## config.mk

```make
export PLATFORM = sky130hd
export DESIGN_NAME = signed_int_to_decimal_ascii
export DESIGN_NICKNAME = d
export VERILOG_FILES = /design/src/rtl/si2dec_pkg.sv /design/src/rtl/signed_int_to_decimal_ascii.sv
export SDC_FILE = /design/constraint.sdc
export NUM_CORES = 1
export LEC_CHECK = 0
export BUFFER_PORTS_ARGS = -buffer_cell sky130_fd_sc_hd__buf_2
export CAP_MARGIN = 0
export CORE_MARGIN = 10
export CORE_UTILIZATION = 53
export CTS_CLUSTER_DIAMETER = 100
export DETAILED_ROUTE_END_ITERATION = 12
export PLACE_DENSITY_LB_ADDON = 0.15
export SKIP_LAST_GASP = 1
export SYNTH_ARGS = -nofsm -noshare
export SYNTH_HDL_FRONTEND = slang
export SYNTH_SLANG_ARGS = --single-unit
export TNS_END_PERCENT = 100
```

## constraint.sdc

```tcl
create_clock -name clock -period 8.3 [get_ports clock]
set_input_delay 0.415 -clock clock [delete_from_list [all_inputs] [get_ports clock]]
set_output_delay 0.415 -clock clock [all_outputs]
set_load 0.005 [all_outputs]
```

## src/rtl/si2dec_pkg.sv

```systemverilog
// Shared constants, types and the BCD correction function for the decimal text converter.
package si2dec_pkg;

   localparam int VALUE_W  = 32;
   localparam int CHAR_W   = 8;
   localparam int DIGIT_W  = 4;
   localparam int N_DIGITS = 10;
   localparam int DIDX_W   = $clog2(N_DIGITS);
   localparam int BIT_CNT_W = $clog2(VALUE_W);

   localparam logic [CHAR_W-1:0] ASCII_MINUS = 8'd45;
   localparam logic [CHAR_W-1:0] ASCII_ZERO  = 8'd48;

   typedef logic [DIGIT_W-1:0] digit_type;

   // Add three to a BCD digit of five or more, ahead of the next doubling
   function automatic digit_type bcd_adjust(input digit_type d);
      digit_type r;
      if (d >= 4'd5) begin
         r = d + 4'd3;
      end else begin
         r = d;
      end
      return r;
   endfunction

endpackage

```

## src/rtl/signed_int_to_decimal_ascii.sv

```systemverilog
// Signed 32-bit integer to decimal ASCII text, converted by bit-serial double dabble.
//
// Usage:
//   Input channel (req_valid / req_ready / req_value) takes one signed 32-bit
//   value per transaction. Output channel (rsp_valid / rsp_ready / rsp_char_code /
//   rsp_last) returns its decimal text, most significant character first: a
//   leading '-' for a negative value, then one to ten digits without leading
//   zeros. rsp_last marks the final character of each number.
// Timing:
//   After acceptance the magnitude is shifted into a ten-digit BCD register one
//   bit per cycle, the scan state then finds the leading digit, and then one
//   character is emitted per cycle while the output register is free. req_ready
//   is high only while no item is in progress, so a new value is not taken until
//   the last character of the previous one has entered the output register.
// Reset:
//   Synchronous, active high; drops any item in progress and clears rsp_valid.
// Back-pressure:
//   A character waits in the output register while rsp_ready is low; the
//   emitter pauses and no character is lost or repeated.
module signed_int_to_decimal_ascii (
   input  logic                                 clock,
   input  logic                                 reset,
   input  logic                                 req_valid,
   output logic                                 req_ready,
   input  logic signed [si2dec_pkg::VALUE_W-1:0] req_value,
   output logic                                 rsp_valid,
   input  logic                                 rsp_ready,
   output logic        [si2dec_pkg::CHAR_W-1:0]  rsp_char_code,
   output logic                                 rsp_last
);
   import si2dec_pkg::*;

   localparam logic [1:0] ST_IDLE = 2'd0;
   localparam logic [1:0] ST_CONV = 2'd1;
   localparam logic [1:0] ST_SCAN = 2'd2;
   localparam logic [1:0] ST_EMIT = 2'd3;

   logic [1:0]           state_ff, state_in;
   logic [BIT_CNT_W-1:0] cnt_ff, cnt_in;
   logic [VALUE_W-1:0]   mag_ff, mag_in;
   digit_type            bcd_ff [N_DIGITS];
   digit_type            bcd_in [N_DIGITS];
   digit_type            bcd_adj [N_DIGITS];
   logic                 sign_ff, sign_in;
   logic [DIDX_W-1:0]    idx_ff, idx_in;
   logic [DIDX_W-1:0]    top_idx;
   logic                 rsp_valid_ff, rsp_valid_in;
   logic [CHAR_W-1:0]    rsp_char_ff, rsp_char_in;
   logic                 rsp_last_ff, rsp_last_in;
   logic                 req_fire;
   logic                 out_free;

   assign req_ready     = (state_ff == ST_IDLE);
   assign req_fire      = req_valid && req_ready;
   assign out_free      = !rsp_valid_ff || rsp_ready;
   assign rsp_valid     = rsp_valid_ff;
   assign rsp_char_code = rsp_char_ff;
   assign rsp_last      = rsp_last_ff;

   // Per-digit add-3 correction, independent across digits
   always_comb begin
      for (int d = 0; d < N_DIGITS; d++) begin
         bcd_adj[d] = bcd_adjust(bcd_ff[d]);
      end
   end

   // Highest non-zero digit, or the units digit for zero
   always_comb begin
      top_idx = '0;
      for (int d = 0; d < N_DIGITS; d++) begin
         if (bcd_ff[d] != '0) begin
            top_idx = DIDX_W'(d);
         end
      end
   end

   // Sequencer: load, shift 32 bits, find leading digit, emit characters
   always_comb begin
      state_in     = state_ff;
      cnt_in       = cnt_ff;
      mag_in       = mag_ff;
      sign_in      = sign_ff;
      idx_in       = idx_ff;
      bcd_in       = bcd_ff;
      rsp_valid_in = rsp_valid_ff;
      rsp_char_in  = rsp_char_ff;
      rsp_last_in  = rsp_last_ff;

      if (rsp_valid_ff && rsp_ready) begin
         rsp_valid_in = 1'b0;
      end

      case (state_ff)
         ST_IDLE: begin
            if (req_fire) begin
               sign_in = req_value[VALUE_W-1];
               // two's complement magnitude; the most negative value stays 2^31
               mag_in  = req_value[VALUE_W-1] ? (VALUE_W'(0) - VALUE_W'(req_value))
                                              : VALUE_W'(req_value);
               cnt_in  = '0;
               for (int d = 0; d < N_DIGITS; d++) begin
                  bcd_in[d] = '0;
               end
               state_in = ST_CONV;
            end
         end
         ST_CONV: begin
            // shift one magnitude bit into the corrected BCD chain
            bcd_in[0] = {bcd_adj[0][DIGIT_W-2:0], mag_ff[VALUE_W-1]};
            for (int d = 1; d < N_DIGITS; d++) begin
               bcd_in[d] = {bcd_adj[d][DIGIT_W-2:0], bcd_adj[d-1][DIGIT_W-1]};
            end
            mag_in = {mag_ff[VALUE_W-2:0], 1'b0};
            cnt_in = cnt_ff + 1'b1;
            if (cnt_ff == BIT_CNT_W'(VALUE_W - 1)) begin
               state_in = ST_SCAN;
            end
         end
         ST_SCAN: begin
            idx_in   = top_idx;
            state_in = ST_EMIT;
         end
         ST_EMIT: begin
            if (out_free) begin
               rsp_valid_in = 1'b1;
               if (sign_ff) begin
                  rsp_char_in = ASCII_MINUS;
                  rsp_last_in = 1'b0;
                  sign_in     = 1'b0;
               end else begin
                  rsp_char_in = ASCII_ZERO + CHAR_W'(bcd_ff[idx_ff]);
                  rsp_last_in = (idx_ff == '0);
                  if (idx_ff == '0) begin
                     state_in = ST_IDLE;
                  end else begin
                     idx_in = idx_ff - 1'b1;
                  end
               end
            end
         end
         default: begin
            state_in = ST_IDLE;
         end
      endcase
   end

   // Control registers
   always_ff @(posedge clock) begin
      if (reset) begin
         state_ff     <= ST_IDLE;
         rsp_valid_ff <= 1'b0;
      end else begin
         state_ff     <= state_in;
         rsp_valid_ff <= rsp_valid_in;
      end
   end

   // Datapath registers
   always_ff @(posedge clock) begin
      cnt_ff      <= cnt_in;
      mag_ff      <= mag_in;
      sign_ff     <= sign_in;
      idx_ff      <= idx_in;
      bcd_ff      <= bcd_in;
      rsp_char_ff <= rsp_char_in;
      rsp_last_ff <= rsp_last_in;
   end

endmodule

```

==> key figures <==
Flow run
  – Max cap viols: 0

Die
  – Initial Util: 54.61%
  – Die area: 15910 sq um
  – Num ports: 47
  – Row Count: 38
  – Die height: 126.2 um
  – Die X: 126.2 um
  – Core area: 10940 sq um

Finish
  – Fin area: 6595 sq um
  – Layout cell share with drive strength beyond 1: 13.35%
  – Final design utilization: 60.31%
  – Diodes inserted: 0
  – Area grow syn2layout: 10.43%
  – Nets@finish: 688

GRT
  – Grt ovf: 0
  – Largest net degree at the start of global routing: 83
  – Number of global-route vias before repair: 4456
  – First-pass GRT wire length: 21.76 mm
  – Total GRT Usage: 16.29%
  – Initial antenna violation count: 0

Yosys
  – Number of synthesized register bits: 91
  – Most frequent cell after synthesis: edfxtp_1
  – Synthesis warning total: 0
  – Top_reg_cell synth: edfxtp_1
  – Yosys top cell by area: edfxtp_1
  – Top cells by area, synth: edfxtp_1 (44%), ha_1 (5.9%), xnor2_1 (3.7%), nor2_1 (3.2%), o21ai_0 (3.2%)
  – Cell Area, Synth: 5972 sq um
  – Post-synthesis cell count: 602
  – Commonest cells post-synth: edfxtp_1 (88), nor2_1 (51), nand2_1 (45)
  – Avg Cell Area, Syn: 9.920 sq um
  – Share of flip-flops with an asynchronous set or reset: 0%
  – Post-synth top area share: 44.25%
  – Register area share after synthesis: 45.25%
  – Number of enable flip-flop cells after synthesis: 88
  – Library cells used by synthesis: 55

Timing
  – Max Slew Vio Count: 0
  – Setup violations, final: 0
  – Final setup margin: 5.943 ns
  – Fin crit share: 28.39%
  – Clock period minus worst slack: 2.357 ns
  – RSZ-0062 raised after global routing: false
  – Setup TNS Final: 0 ns
  – Hold Vio Cnt, Final: 0
  – Achievable Freq: 424.3 MHz
  – Max-slew headroom: 31.65%
  – Worst-Margin Slew: 1.025 ns
  – Clk_skew: 0.007824 ns

Placed design
  – GP Congestion: 0.8128
  – DP Wirelength: 8.739 mm
  – Worst slack, placed: 5.722 ns
  – # port buffers: 43
  – Placed inst area: 6254 sq um

Power
  – Register share of total power: 42.3%
  – Leakage: 2.493 nW
  – Peak supply drop: 0.2157 mV
  – Share of total power in the clock network: 19.2%
  – Sw frac: 37.62%
  – PwrDens: 374.0 nW/um^2
  – Comb pwr share: 38.6%
  – P_sw: 0.0009277 W
  – Pint: 0.001539 W

Critical path
  – Reg2Reg Depth: 6
  – Reg-to-reg slack, setup: 5.94 ns
  – CP Launch Type: register
  – CP endpoint kind: register
  – Worst-path maximum fanout: 15
  – RR Startpoint: idx_ff[0]
  – Crit path DAT: 2.62 ns
  – Worst R2R End: state_ff[0]
  – Setup CP Type: register to register
  – Required time worst endpoint: 8.56 ns

Clocking
  – Clk buf depth: 2
  – Number of H-tree levels: 3
  – Hold_buf cts: 0
  – Postcts setup bufs: 0
  – Clock slew at reported path FFs: 0.07 ns
  – CTS buffer count: 9
  – TritonCTS clock tree: done
  – Clk_lat worst skew: 0.35 ns
  – Clock sinks: 91
  – Root buffer cell: clkbuf_16
  – Post-CTS Resized: 0

Hold path
  – Hold EP: state_ff[1]
  – Hold Crit Start: reset
  – Worst Hold Depth: 2
  – Hold Path Class: input port to register

Routing
  – Via/cell ratio: 5.969
  – DRT iter0 DRCs: 290
  – DR pass1 iterations: 5
  – Routed WL per cell: 16.84 um
  – DRC errors left: 0
  – Via count: 4590
  – Post-Route WL: 12.95 mm
  – Antenna Nets Post-Route: 0

Run status
  – Outcome: finished clean
==> layout make-up <==
| class | instances | area [sq um] |
|---|---|---|
| Inverter | 36 | 135.1 |
| Timing Repair Buffer | 47 | 245.2 |
| Tap cell | 140 | 175.2 |
| Sequential cell | 91 | 2703 |
| Clock buffer | 9 | 225.2 |
| Fill cell | 934 | 4340 |
| Multi-Input combinational cell | 439 | 2995 |
| Clock inverter | 7 | 116.4 |
==> layout by cell type (no fill, tap or decap), types with 12 or more instances in the layout <==
master,n
a21oi_1,31
inv_1,35
nand3_1,17
xnor2_1,25
nand2_1,45
and3_1,23
o21ai_0,37
ha_1,27
nand2b_1,14
nor2_1,51
nor3_1,12
buf_2,43
edfxtp_1,88
==> kinds of logic after synthesis <==
logic type / Yosys count / synth area share (%)
simple gates: 228 / 20.24
compound gates: 124 / 13.22
flops: 91 / 45.25
buf+inv: 73 / 4.881
xor+xnor: 36 / 5.280
fa+ha+maj: 28 / 5.866
mux: 20 / 5.133
other cells: 2 / 0.1258
==> critical path: stages (launching register included) <==
cell and delay, ns:
edfxtp_1 0.68, inv_1 0.18, ha_1 0.19, or3b_2 0.51
o31ai_1 0.32, a21oi_1 0.11, a311oi_1 0.26
==> per-layer routing <==
layer  share of wire, %  global-route usage, %
met5                  0                      0
met4                1.7                  5.425
met3                6.3                  4.824
met2                 47                  26.35
met1                 45                  20.35
==> worst max path at each step <==
stage	start	cells after the start	slack, ns	endpoint
final	idx_ff[0]	6	5.94	state_ff[0]
after global routing	idx_ff[0]	6	5.81	state_ff[0]
after CTS	idx_ff[0]	6	5.97	state_ff[0]
after detailed placement	req_value[16]	5	5.72	mag_ff[25]
after global placement	req_value[16]	5	5.84	mag_ff[25]
after floorplan	state_ff[1]	6	1.27	bcd_ff[0]
==> state kept, by name, indices dropped and copies added, names as in the netlist <==
register	flops
bcd_ff	40
mag_ff	32
cnt_ff	5
rsp_char_code	5
idx_ff	4
state_ff	2
rsp_last	1
rsp_valid	1
sign_ff	1
==> metrics by stage <==
step           cells  hold slack (ns)  power, W
6_report         769           0.2559  0.002466
5_1_grt          769           0.2654  0.002661
3_5_place_dp     753           0.5111  0.001998
2_1_floorplan    603           0.4806  0.001772
3_3_place_gp     753           0.5054  0.001956
4_1_cts          769           0.2501  0.002479
==> power groups by stage <==
stage,combinational (W),sequential [W],clock (W)
after floorplan,0.000768,0.00100,0
after global placement,0.000918,0.00104,0
after detailed placement,0.000951,0.00105,0
after CTS,0.000961,0.00104,0.000477
after global routing,0.00108,0.00108,0.000498
final,0.000951,0.00104,0.000473
Power figures use the tool's default switching activity.
